**config.mk**
```make
export PLATFORM = sky130hd
export DESIGN_NAME = stereo_fir_q15_lowpass
export DESIGN_NICKNAME = d
export VERILOG_FILES = /design/src/sfir_pkg.sv /design/src/sfir_ctrl.sv /design/src/sfir_dp.sv /design/src/stereo_fir_q15_lowpass.sv
export VERILOG_INCLUDE_DIRS = /design/src /design/src/src
export SDC_FILE = /design/constraint.sdc
export NUM_CORES = 2
export LEC_CHECK = 0
export BUFFER_PORTS_ARGS = -buffer_cell sky130_fd_sc_hd__clkbuf_2
export CORE_ASPECT_RATIO = 0.6
export CORE_MARGIN = 5
export CORE_UTILIZATION = 54
export DETAILED_ROUTE_END_ITERATION = 6
export GPL_ROUTABILITY_DRIVEN = 1
export PLACE_DENSITY = 0.69
export SETUP_SLACK_MARGIN = 0.05
export SLEW_MARGIN = 0
export SYNTH_ARGS = -nofsm -noshare
export SYNTH_HDL_FRONTEND = slang
export SYNTH_HIERARCHICAL = 1
export SYNTH_SLANG_ARGS = --single-unit
```
**constraint.sdc**
```tcl
create_clock -name aclk -period 8.6 [get_ports aclk]
set_input_delay 1.29 -clock aclk [delete_from_list [all_inputs] [get_ports aclk]]
set_output_delay 1.29 -clock aclk [all_outputs]
set_load 0.02 [all_outputs]
```
**src/stereo_fir_q15_lowpass_assert.svh**
```systemverilog
// assertion macros shared by the stereo fir block
`ifndef STEREO_FIR_Q15_LOWPASS_ASSERT_SVH
`define STEREO_FIR_Q15_LOWPASS_ASSERT_SVH

// same-cycle implication under synchronous active-low reset
`define SFIR_ASSERT_NOW(label, clk, rstn, ante, cons) \
    label: assert property (@(posedge clk) disable iff (!(rstn)) (ante) |-> (cons)) \
        else $error("sfir assertion failed");

// next-cycle implication under synchronous active-low reset
`define SFIR_ASSERT_NEXT(label, clk, rstn, ante, cons) \
    label: assert property (@(posedge clk) disable iff (!(rstn)) (ante) |=> (cons)) \
        else $error("sfir assertion failed");

`endif

```
**src/sfir_pkg.sv**
```systemverilog
// shared constants, coefficient table and control types of the stereo fir block
`default_nettype none

package sfir_pkg;

    localparam int TAPS_DEFAULT = 101;
    localparam int ROM_DEPTH    = 101;
    localparam int COEF_W       = 10;
    localparam int SAMPLE_W     = 16;
    localparam int ACC_W        = 32;
    localparam int PROD_W       = COEF_W + 1 + SAMPLE_W;
    localparam int Q_SHIFT      = 15;
    localparam int ROM_IDX_W    = 8;

    // 1 khz low-pass at 96 khz sampling, peak at the centre tap
    localparam logic [COEF_W-1:0] LP_TABLE [ROM_DEPTH] = '{
        10'd0,   10'd0,   10'd0,   10'd0,   10'd0,   10'd1,   10'd2,   10'd4,   10'd6,
        10'd9,   10'd12,  10'd17,  10'd23,  10'd29,  10'd37,  10'd46,  10'd56,  10'd68,
        10'd81,  10'd95,  10'd111, 10'd128, 10'd146, 10'd166, 10'd186, 10'd208, 10'd231,
        10'd255, 10'd279, 10'd304, 10'd330, 10'd356, 10'd382, 10'd408, 10'd434, 10'd459,
        10'd484, 10'd508, 10'd531, 10'd553, 10'd574, 10'd594, 10'd612, 10'd628, 10'd642,
        10'd654, 10'd664, 10'd672, 10'd678, 10'd682, 10'd683, 10'd682, 10'd678, 10'd672,
        10'd664, 10'd654, 10'd642, 10'd628, 10'd612, 10'd594, 10'd574, 10'd553, 10'd531,
        10'd508, 10'd484, 10'd459, 10'd434, 10'd408, 10'd382, 10'd356, 10'd330, 10'd304,
        10'd279, 10'd255, 10'd231, 10'd208, 10'd186, 10'd166, 10'd146, 10'd128, 10'd111,
        10'd95,  10'd81,  10'd68,  10'd56,  10'd46,  10'd37,  10'd29,  10'd23,  10'd17,
        10'd12,  10'd9,   10'd6,   10'd4,   10'd2,   10'd1,   10'd0,   10'd0,   10'd0,
        10'd0,   10'd0
    };

    typedef struct packed {
        logic start;     // item accepted: write sample, reset accumulator
        logic issue;     // read one tap this cycle
        logic load_out;  // move accumulator into the output register
    } sfir_cmd_t;

    typedef struct packed {
        logic tap_last;  // the tap being issued is the last one
        logic pipe_idle; // no tap left in the mac pipeline
    } sfir_stat_t;

    // taps beyond the table use a zero coefficient
    function automatic logic [COEF_W-1:0] coef_at(input logic [ROM_IDX_W-1:0] k);
        logic [COEF_W-1:0] c;
        c = '0;
        if (k < ROM_IDX_W'(ROM_DEPTH)) begin
            c = LP_TABLE[k[6:0]];
        end
        return c;
    endfunction

endpackage

`default_nettype wire

```
**src/sfir_ctrl.sv**
```systemverilog
// sequencer of the stereo fir block: accept, tap issue, drain and output handshake
`default_nettype none

module sfir_ctrl (
    input  wire logic               aclk,
    input  wire logic               aresetn,
    input  wire logic               s_valid,
    output logic                    s_ready,
    output logic                    m_valid,
    input  wire logic               m_ready,
    input  wire sfir_pkg::sfir_stat_t stat,
    output sfir_pkg::sfir_cmd_t     cmd
);
    import sfir_pkg::*;

    localparam logic [1:0] ST_IDLE  = 2'd0;
    localparam logic [1:0] ST_RUN   = 2'd1;
    localparam logic [1:0] ST_DRAIN = 2'd2;

    logic [1:0] state_reg, state_next;
    logic       m_valid_reg, m_valid_next;
    logic       out_free;

    assign s_ready  = (state_reg == ST_IDLE);
    assign m_valid  = m_valid_reg;
    // output register may be refilled once its item is gone or leaving
    assign out_free = !m_valid_reg || m_ready;

    always_comb begin
        state_next   = state_reg;
        cmd          = '0;
        cmd.start    = s_valid && (state_reg == ST_IDLE);
        m_valid_next = m_valid_reg && !m_ready;
        case (state_reg)
            ST_IDLE: begin
                if (s_valid) begin
                    state_next = ST_RUN;
                end
            end
            ST_RUN: begin
                cmd.issue = 1'b1;
                if (stat.tap_last) begin
                    state_next = ST_DRAIN;
                end
            end
            ST_DRAIN: begin
                if (stat.pipe_idle && out_free) begin
                    cmd.load_out = 1'b1;
                    m_valid_next = 1'b1;
                    state_next   = ST_IDLE;
                end
            end
            default: begin
                state_next = ST_IDLE;
            end
        endcase
    end

    always_ff @(posedge aclk) begin
        if (!aresetn) begin
            state_reg   <= ST_IDLE;
            m_valid_reg <= 1'b0;
        end else begin
            state_reg   <= state_next;
            m_valid_reg <= m_valid_next;
        end
    end

endmodule

`default_nettype wire

```
**src/sfir_dp.sv**
```systemverilog
// datapath of the stereo fir block: history memory, coefficient rom, mac pipeline
`default_nettype none

module sfir_dp #(
    parameter int TAPS = sfir_pkg::TAPS_DEFAULT
) (
    input  wire logic                                 aclk,
    input  wire logic                                 aresetn,
    input  wire sfir_pkg::sfir_cmd_t                  cmd,
    output sfir_pkg::sfir_stat_t                      stat,
    input  wire logic                                 channel,
    input  wire logic signed [sfir_pkg::SAMPLE_W-1:0] sample_in,
    output logic signed [sfir_pkg::SAMPLE_W-1:0]      sample_out
);
    import sfir_pkg::*;

    localparam int PW        = $clog2(TAPS);
    localparam int CW        = $clog2(TAPS + 1);
    localparam int AW        = PW + 1;
    localparam int MEM_DEPTH = 2 ** AW;

    // per channel circular buffer of TAPS samples, newest included
    logic signed [SAMPLE_W-1:0] hist_mem [MEM_DEPTH];

    logic [PW-1:0] wptr_reg [2];
    logic [PW-1:0] wptr_next [2];
    logic [CW-1:0] cnt_reg [2];
    logic [CW-1:0] cnt_next [2];

    logic          ch_reg, ch_next;
    logic [PW-1:0] rp_reg, rp_next;
    logic [PW-1:0] k_reg, k_next;
    logic          rd_vld_reg, rd_vld_next;
    logic          prod_vld_reg, prod_vld_next;

    logic signed [SAMPLE_W-1:0] rd_data_reg;
    logic [COEF_W-1:0]          coef_reg;
    logic                       rd_live_reg;
    logic signed [PROD_W-1:0]   prod_reg;
    logic signed [ACC_W-1:0]    acc_reg;
    logic signed [SAMPLE_W-1:0] out_reg;

    logic [PW-1:0]              wptr_cur;
    logic [CW-1:0]              cnt_cur;
    logic [AW-1:0]              wr_addr;
    logic [AW-1:0]              rd_addr;
    logic                       tap_live;
    logic signed [SAMPLE_W-1:0] mac_data;

    assign wptr_cur   = wptr_reg[channel];
    assign wr_addr    = {channel, wptr_cur};
    assign rd_addr    = {ch_reg, rp_reg};
    assign cnt_cur    = cnt_reg[ch_reg];
    // entries never written since reset read as zero
    assign tap_live   = (CW'(k_reg) < cnt_cur);
    assign mac_data   = rd_live_reg ? rd_data_reg : '0;
    assign sample_out = out_reg;

    assign stat.tap_last  = (k_reg == PW'(TAPS - 1));
    assign stat.pipe_idle = !rd_vld_reg && !prod_vld_reg;

    always_comb begin
        wptr_next     = wptr_reg;
        cnt_next      = cnt_reg;
        ch_next       = ch_reg;
        rp_next       = rp_reg;
        k_next        = k_reg;
        rd_vld_next   = cmd.issue;
        prod_vld_next = rd_vld_reg;
        if (cmd.start) begin
            ch_next = channel;
            rp_next = wptr_cur;
            k_next  = '0;
            if (wptr_cur == PW'(TAPS - 1)) begin
                wptr_next[channel] = '0;
            end else begin
                wptr_next[channel] = wptr_cur + 1'b1;
            end
            if (cnt_reg[channel] != CW'(TAPS)) begin
                cnt_next[channel] = cnt_reg[channel] + 1'b1;
            end
        end else if (cmd.issue) begin
            // walk from newest to oldest
            if (rp_reg == '0) begin
                rp_next = PW'(TAPS - 1);
            end else begin
                rp_next = rp_reg - 1'b1;
            end
            k_next = k_reg + 1'b1;
        end
    end

    always_ff @(posedge aclk) begin
        if (!aresetn) begin
            wptr_reg[0]  <= '0;
            wptr_reg[1]  <= '0;
            cnt_reg[0]   <= '0;
            cnt_reg[1]   <= '0;
            ch_reg       <= 1'b0;
            rp_reg       <= '0;
            k_reg        <= '0;
            rd_vld_reg   <= 1'b0;
            prod_vld_reg <= 1'b0;
        end else begin
            wptr_reg     <= wptr_next;
            cnt_reg      <= cnt_next;
            ch_reg       <= ch_next;
            rp_reg       <= rp_next;
            k_reg        <= k_next;
            rd_vld_reg   <= rd_vld_next;
            prod_vld_reg <= prod_vld_next;
        end
    end

    always_ff @(posedge aclk) begin
        if (cmd.start) begin
            hist_mem[wr_addr] <= sample_in;
        end
        if (cmd.issue) begin
            rd_data_reg <= hist_mem[rd_addr];
            coef_reg    <= coef_at(ROM_IDX_W'(k_reg));
            rd_live_reg <= tap_live;
        end
    end

    always_ff @(posedge aclk) begin
        if (rd_vld_reg) begin
            prod_reg <= PROD_W'($signed({1'b0, coef_reg})) * PROD_W'(mac_data);
        end
        if (cmd.start) begin
            acc_reg <= '0;
        end else if (prod_vld_reg) begin
            // wraps modulo 2^32
            acc_reg <= acc_reg + {{(ACC_W - PROD_W){prod_reg[PROD_W-1]}}, prod_reg};
        end
        if (cmd.load_out) begin
            out_reg <= acc_reg[Q_SHIFT +: SAMPLE_W];
        end
    end

endmodule

`default_nettype wire

```
**src/stereo_fir_q15_lowpass.sv**
```systemverilog
// stereo fir low-pass, top level: stream ports, sequencer and datapath
//
// two-channel 101-tap q15 low-pass filter on stream channels.
// s_tuser selects the channel (0 left, 1 right), s_tdata carries the signed
// 16-bit sample; each accepted item yields exactly one filtered item on m_.
// the sample is written into that channel's circular history memory, then a
// single multiply-accumulate unit walks the taps newest to oldest, one tap a
// cycle through a memory read, a registered product and a 32-bit add.
// the block takes no new item before the last one has left the mac pipeline,
// since the one memory read port and the multiplier are shared.
// s_tready is high only while no item is in progress; a finished item waits
// in the output register and the next input item is taken meanwhile. if the
// receiver stalls longer than one item's work, the finished sum waits in the
// datapath and the input side stays closed until the output register frees.
// reset clears both channels' fill counts and write pointers, so history
// reads as zero until written; no clearing pass is needed.
`default_nettype none

module stereo_fir_q15_lowpass #(
    parameter int TAPS = sfir_pkg::TAPS_DEFAULT
) (
    input  wire logic        aclk,
    input  wire logic        aresetn,
    input  wire logic        s_tvalid,
    output logic             s_tready,
    input  wire logic [15:0] s_tdata,   // [15:0] sample_in
    input  wire logic        s_tuser,   // [0] channel
    output logic             m_tvalid,
    input  wire logic        m_tready,
    output logic      [15:0] m_tdata    // [15:0] sample_out
);
    import sfir_pkg::*;

    `include "stereo_fir_q15_lowpass_assert.svh"

    sfir_cmd_t                  cmd;
    sfir_stat_t                 stat;
    logic signed [SAMPLE_W-1:0] sample_out;

    sfir_ctrl u_ctrl (
        .aclk    (aclk),
        .aresetn (aresetn),
        .s_valid (s_tvalid),
        .s_ready (s_tready),
        .m_valid (m_tvalid),
        .m_ready (m_tready),
        .stat    (stat),
        .cmd     (cmd)
    );

    sfir_dp #(
        .TAPS (TAPS)
    ) u_dp (
        .aclk       (aclk),
        .aresetn    (aresetn),
        .cmd        (cmd),
        .stat       (stat),
        .channel    (s_tuser),
        .sample_in  ($signed(s_tdata)),
        .sample_out (sample_out)
    );

    assign m_tdata = $unsigned(sample_out);

    `SFIR_ASSERT_NEXT(a_busy_after_accept, aclk, aresetn, s_tvalid && s_tready, !s_tready)
    `SFIR_ASSERT_NEXT(a_issue_stops, aclk, aresetn, cmd.issue && stat.tap_last, !cmd.issue)
    `SFIR_ASSERT_NOW(a_load_when_drained, aclk, aresetn, cmd.load_out, stat.pipe_idle)
    `SFIR_ASSERT_NOW(a_no_issue_on_start, aclk, aresetn, cmd.start, !cmd.issue && !cmd.load_out)

endmodule

`default_nettype wire

```
[After elaboration in Yosys (flattened, before gate mapping)]
Memories as Yosys holds them, arrays and structs flattened. A register that Yosys moved wholly into a read port is not among the register bits.
Cells that the tools add are included.
Storage, ports and cells
  bits in read-only memories: 1280
  input port bits: 21
  flip-flop bits (word level): 124
  memories kept: 2
  RAM bits: 4096
  output and inout port bits: 18
Memories
  u_dp.hist_mem: depth 256, width 16, rd ports 1, clocked after memory_dff 1, wr ports 1, RTL line sfir_dp.sv:23  | logic signed [SAMPLE_W-1:0] hist_mem [MEM_DEPTH];
  (name not given): depth 128, width 10, rd ports 1, clocked after memory_dff 1, wr ports 0, RTL line sfir_pkg.sv:47  | c = LP_TABLE[k[6:0]];
Cells by class
  bitwise logic cells: 6
  reduce and logical (&&, ||, !) cells: 17
  multiply operators: 1
  equal/unequal tests: 8
  muxes and demuxes: 29
  add/subtract/negate cells: 5
  order comparisons: 5
Operators by type and width (count)
  two-way mux 7 bit: 13
  adder 32 bit: 1
  bitwise mux 14 bit: 2
  multiplier 11 x 16 -> 27 bit: 1
  adder 7 x 1 -> 7 bit, second input constant: 3
  two-way mux 16 bit: 1
  bitwise AND 14 bit: 1
  equality test 7 bit, second input constant: 2
  two-way mux 14 bit: 1
  NOT 14 bit: 1
  NOT 7 -> 8 bit: 1
  demux 7 bit (select 1 bit): 1
  logical NOT 7 bit: 1
  less-than comparator 7 bit: 1
  less-than comparator 7 bit, second input constant: 1
  two-way mux 1 bit: 7
  inequality test 7 bit, second input constant: 1
  subtractor 7 x 1 -> 7 bit, second input constant: 1
  two-way mux 2 bit: 3
  one-hot mux 2 bit (3 select lines): 1
  logical AND 1 bit: 5
  logical NOT 1 bit: 5
  greater-or-equal comparator 2 bit, second input constant: 2
  inequality test 2 bit, second input constant: 2
  12 further kinds: 13

[Logic depth before layout (Yosys ltp)]
  depth in word-level cells: 8
  mapped depth: 23

[By module]
The synthesis kept the hierarchy.
Modules (own cells, without submodules)
  sfir_dp: instances 1, area each 171109.1 sq um, seq. area each 126621.4 sq um, cells each 7894
  sfir_ctrl: instances 1, area each 151.4 sq um, seq. area each 60.1 sq um, cells each 17

[Least setup slack after synthesis]
No wires, ideal clock.
  path kind: flip-flop to flip-flop
  start point: register u_dp.rd_live_reg
  end point: register u_dp.prod_reg[26], data pin
  cell stages (with the launch flop): 23
  period minus slack after synthesis: 5.756 ns
  data required time: 8.340 ns
  buffers on the path: 2
  setup slack: 2.844 ns
  data arrival time: 5.496 ns
  library setup time: 0.260 ns
  cell sequence: edfxtp_1 > clkbuf_1 > and2_1 > clkbuf_1 > nand2_1 > fa_1 > fa_1 > inv_1 > ha_1 > fa_1 > inv_1 > fa_1 > inv_1 > ha_1 > and3_1 > a41o_1 > o41ai_1 > a31oi_1 > o41ai_1 > a31oi_1 > a21o_1 > a21oi_1 > xnor2_1
On the way
  cells in the longest elaborated chain, start to end: 2
Ends and longest elaborated chain
  from (decl): RTL line sfir_dp.sv:38  | logic rd_live_reg;
  from (signal assigned): RTL line sfir_dp.sv:122  | rd_live_reg <= tap_live;
  two-way mux 16 bit: RTL line sfir_dp.sv:56  | assign mac_data = rd_live_reg ? rd_data_reg : '0;
  multiplier 11 x 16 -> 27 bit: RTL line sfir_dp.sv:128  | prod_reg <= PROD_W'($signed({1'b0, coef_reg})) * PROD_W'(mac_data);
  to (signal assigned): RTL line sfir_dp.sv:128
  to (decl): RTL line sfir_dp.sv:39  | logic signed [PROD_W-1:0] prod_reg;
Every way passes these cells.
A chain may end at the register's enable or synchronous reset.

[Worst setup path after layout]
Same ends and word-level chain as after synthesis.

==> results.md <==
- The clock tree from TritonCTS is yes.
- Post-CTS timing repair inserted 0 buffers for setup.
- The portion of the post-synthesis area used by sequential elements is between 70% and 80%.
- The library cell contributing the largest single delay on the critical path is sky130_fd_sc_hd__edfxtp_1.
- The starting density of the core is around 54%.
- The number of resized instances in the post-cts repair step is 0.
- The utilization after layout is around three fifths.
- The routed wire length on met2 is between 150000 and 200000 um.
- After detailed placement, the design holds a cell count of approximately 12000.
- The die boundary width is around 740 um.
- The clock reaches the later pin of the worst-skew pair after 950 ps.
- In the final design database the tool counted 8531 nets.
- The internal portion of the total power is 34.3 mW.
- The per-cell routed wire length is around 34 um.
- The die covers approximately 0.33 mm^2.
- The area taken by multi-input logic gates is ~0.042 mm^2.
- After floorplanning, the core was divided into 160 placement rows.
- The net switching power figure is ~11 mW.
- The worst hold slack is between 400 and 500 ps.
- The initial DRC count is between 10000 and 15000.
- OpenSTA, run right after detailed placement, puts the worst setup slack at between 1500 and 2000 ps.
- The H-tree depth reported by CTS is 5.
- The total negative slack for setup checks is 0 ps.
- The number of warnings issued by yosys is 6.
- In the routed layout, each cell is associated on average with a via count of 6.65.
- Summed over all nets, wire length on met3 after detailed routing comes to around 60000 um.
- Overall power consumption after layout is estimated at between 40 and 50 mW.
- The endpoint kind of the worst setup timing path is a flip-flop.
- After layout, the worst setup slack is ~1600 ps.
- Clock-pin slew was measured on the worst setup and hold paths at 70 ps.
- Hold repair after CTS inserted 0 buffers.
- Counting the fill cells in the layout gives about 22000.
- The congestion estimate from routability-driven global placement came to 0.844.
- The overall via count from detail_route is 84978.
- For this run, the leading register cell type out of synthesis is sky130_fd_sc_hd__edfxtp_1.
- In this run the tightest slew margin relative to its limit is -5.42%.
- The number of antenna violations at the first check in global routing is 29.
- The biggest fanout along the worst timing path is 38.
- The kind of start point of the critical path is a flip-flop.
- The count of buffers added on input and output ports is 38.
- The minimum clock period is about 7000 ps.
- In the global route stage, overall resource usage came out at a little over a quarter.
- The most common cell after layout, fill and taps aside is sky130_fd_sc_hd__edfxtp_1.
- Counting every sink on the clock net gives roughly 4200.
- Counting stages on the worst path, the most repeated cell is sky130_fd_sc_hd__fa_1.
- Setup violations remaining at the end of the flow were counted as 0.
- The proportion of total power due to net switching is a little under a quarter.
- The layout cell share with drive strength beyond 1 is 27.2%.
- Counting flops with an async set or reset pin after synthesis yields a share of 0%.
- Walking the worst path, the cells encountered are buf_4 -> and2_1 -> nand2_1 -> fa_1 -> fa_1 -> inv_1 -> ha_1 -> fa_1 -> inv_1 -> fa_1 -> inv_1 -> ha_1 -> and3_1 -> a41o_1 -> o41ai_1 -> a31oi_1 -> o41ai_1 -> a31oi_1 -> a21o_1 -> a21oi_1 -> xnor2_1.
- The worst hold path class is flip-flop to flip-flop.
- The area overhead of the layout relative to synthesis is 11.1%.
- The first global-routing pass estimated 628000 um of wire.
- The die boundary height is about 450 um.
- For the pin with the worst max-slew slack, the measured transition is 1580 ps.
- The number of nets handed over by synthesis was roughly 8200.
- The top cell types in the final layout, fill and taps aside, are sky130_fd_sc_hd__edfxtp_1 (4166), sky130_fd_sc_hd__mux4_2 (1282), sky130_fd_sc_hd__clkbuf_16 (383), sky130_fd_sc_hd__buf_4 (329), sky130_fd_sc_hd__nor2_1 (298).
- The via count of the first global-routing pass was a little over 80000.
- The category of the critical setup timing path is flip-flop to flip-flop.
- The count of nets left with antenna violations after detail routing is 0.
- 39 I/O pins were placed.
- The post-route fraction of the period consumed by the critical path is between 80% and 90%.
- After synthesis the netlist holds a flip-flop and latch count of about 4200.
- Counting the buffers created by CTS gives around 370.
- Between clock sinks in the finished design, the worst skew comes to ~47 ps.
- The proportion of power drawn by combinational gates is ~11%.
- After detailed routing, the total wire length is 439000 um.
- The first detailed-routing pass took 6 iterations.
- Entering global routing, the biggest net connects 164 pins.
- Once placement finished, the instance area stood at 0.178 mm^2.
- The final hold violation count is 0.
- The met1 wire length is ~180000 um.
- The area of the core is 0.316 mm^2.
- The static leakage is between 50 and 60 nW.
- Setup repair after global routing left no endpoint under its margin.
- The detailed placement HPWL is about 260000 um.
- The cell area that synthesis handed to floorplanning was approximately 0.17 mm^2.
- The tool flagged a number of max-cap violations equal to 1.
- The netlist uses 74 different library cells.
- Global routing finished with a remaining overflow of 0.
- In the routed design, unresolved DRC markers number 0.
- The root buffer cell is sky130_fd_sc_hd__clkbuf_16.
- The clock network fraction of total power is between 30% and 40%.
- The run finished, with violations left.
- The highest ir drop seen on vdd is about 0.22 mV.
- The top achievable clock speed is 0.143 GHz.
- The number of max-slew violations in the final report is 2.
- The summed area of non-filler cells in the final layout is around 0.19 mm^2.
- The arrival time at the worst endpoint is 7660 ps.
- The relative contribution of sequential cells to total power is between 50 and 60%.
- Averaged over all synthesized cells, the footprint is approximately 22 um^2.
- Data on the critical path is required at its endpoint by between 9000 and 10000 ps.
- The post-layout instance count excluding filler cells is around 13000.
- The number of enable-type register cells in the synthesized netlist is about 4200.
- The number of flip-flops under the largest register name is just over 4000.
- The number of instances in the synthesized netlist is ~8000.
- The number of buffers between clock root and the deepest sink is 4.
- The power density normalized to cell area is about 240 mW/mm^2.
- Registers take roughly 0.13 mm^2.
- The largest single stage delay on the critical path is 610 ps.
- The highest layer touched by signal routing is met5.
- The final reports fail on capacitance limit, slew limit.
-- per-layer routing --
metal	up-vias	global-route usage, %
li1	33451	-
met1	45533	42.7
met2	5325	37.0
met3	657	8.19
met4	12	6.16
met5	-	0
-- final timing paths --
check              startpoint            endpoint  cells past startpoint  slack (ps)
min reg2reg  u_dp/acc_reg[24]  u_dp/sample_out[9]                      0         460
min          u_dp/acc_reg[24]  u_dp/sample_out[9]                      0         460
max          u_dp/rd_live_reg   u_dp/prod_reg[26]                     21        1590
max reg2reg  u_dp/rd_live_reg   u_dp/prod_reg[26]                     21        1590
-- area by class of cell --
type | count | share of cell area, %
timing repair buffer | 397 | 1.79
multi-input combinational | 3006 | 22.0
tap | 4212 | 2.77
antenna | 16 | 0.0210
clock inverter | 228 | 1.19
clock buffer | 451 | 5.20
sequential | 4245 | 66.6
inverter | 227 | 0.456
-- cells by family after synthesis --
group / after synthesis / synth area share (%)
XOR/XNOR: 64 / 0.327
AO/OA/AOI/OAI: 392 / 1.54
adder cells (fa/ha/maj): 259 / 2.53
AND/OR/NAND/NOR: 866 / 2.26
buffers and inverters: 660 / 1.67
multiplexers: 1425 / 17.7
flip-flops: 4245 / 74.0
-- power groups by stage --
| stage | clock network, mW | registers, mW | logic, mW |
|---|---|---|---|
| after floorplan | 0 | 23.3 | 3.21 |
| after global placement | 0 | 23.4 | 5.02 |
| after CTS | 17.2 | 23.0 | 5.11 |
| after global routing | 18.1 | 23.0 | 5.51 |
| after detailed placement | 0 | 23.4 | 5.08 |
| final | 16.9 | 23.0 | 5.13 |
-- synth_stat cells, types with 6 or more instances --
cell type,count,area share (%)
sky130_fd_sc_hd__a211oi_1,17,0.075
sky130_fd_sc_hd__a21boi_0,9,0.039
sky130_fd_sc_hd__a21o_1,22,0.096
sky130_fd_sc_hd__a21oi_1,96,0.28
sky130_fd_sc_hd__a221oi_1,15,0.077
sky130_fd_sc_hd__a22oi_1,11,0.048
sky130_fd_sc_hd__a311oi_1,6,0.031
sky130_fd_sc_hd__a31oi_1,15,0.055
sky130_fd_sc_hd__and2_1,23,0.084
sky130_fd_sc_hd__and3_1,90,0.33
sky130_fd_sc_hd__buf_1,44,0.096
sky130_fd_sc_hd__buf_2,115,0.34
sky130_fd_sc_hd__buf_4,45,0.20
sky130_fd_sc_hd__buf_6,9,0.059
sky130_fd_sc_hd__clkbuf_1,220,0.48
sky130_fd_sc_hd__dfxtp_1,79,0.92
sky130_fd_sc_hd__edfxtp_1,4166,73
sky130_fd_sc_hd__fa_1,146,1.7
sky130_fd_sc_hd__ha_1,113,0.83
sky130_fd_sc_hd__inv_1,222,0.49
sky130_fd_sc_hd__mux2_2,7,0.046
sky130_fd_sc_hd__mux2i_1,135,0.79
sky130_fd_sc_hd__mux4_2,1282,17
sky130_fd_sc_hd__nand2_1,225,0.49
sky130_fd_sc_hd__nand2b_1,24,0.088
sky130_fd_sc_hd__nand3_1,51,0.15
sky130_fd_sc_hd__nand4_1,10,0.037
sky130_fd_sc_hd__nor2_1,365,0.80
sky130_fd_sc_hd__nor2b_1,21,0.077
sky130_fd_sc_hd__nor3_1,25,0.073
sky130_fd_sc_hd__o211a_1,8,0.047
sky130_fd_sc_hd__o21a_1,12,0.053
sky130_fd_sc_hd__o21ai_0,65,0.19
sky130_fd_sc_hd__o21ai_1,8,0.023
sky130_fd_sc_hd__o21bai_1,10,0.044
sky130_fd_sc_hd__o221ai_1,22,0.11
sky130_fd_sc_hd__o22ai_1,19,0.069
sky130_fd_sc_hd__o311a_1,7,0.041
sky130_fd_sc_hd__or3_1,8,0.029
sky130_fd_sc_hd__xnor2_1,49,0.25
sky130_fd_sc_hd__xor2_1,15,0.077
-- worst max-delay path: cells and delay by family (launching register included) --
| family | cells | cell delay (ps) |
|---|---|---|
| xor+xnor | 1 | 70 |
| compound gates | 7 | 2170 |
| fa+ha+maj | 6 | 2620 |
| simple gates | 3 | 740 |
| flops | 1 | 610 |
| buf+inv | 4 | 520 |
Power figures use the tool's default switching activity.
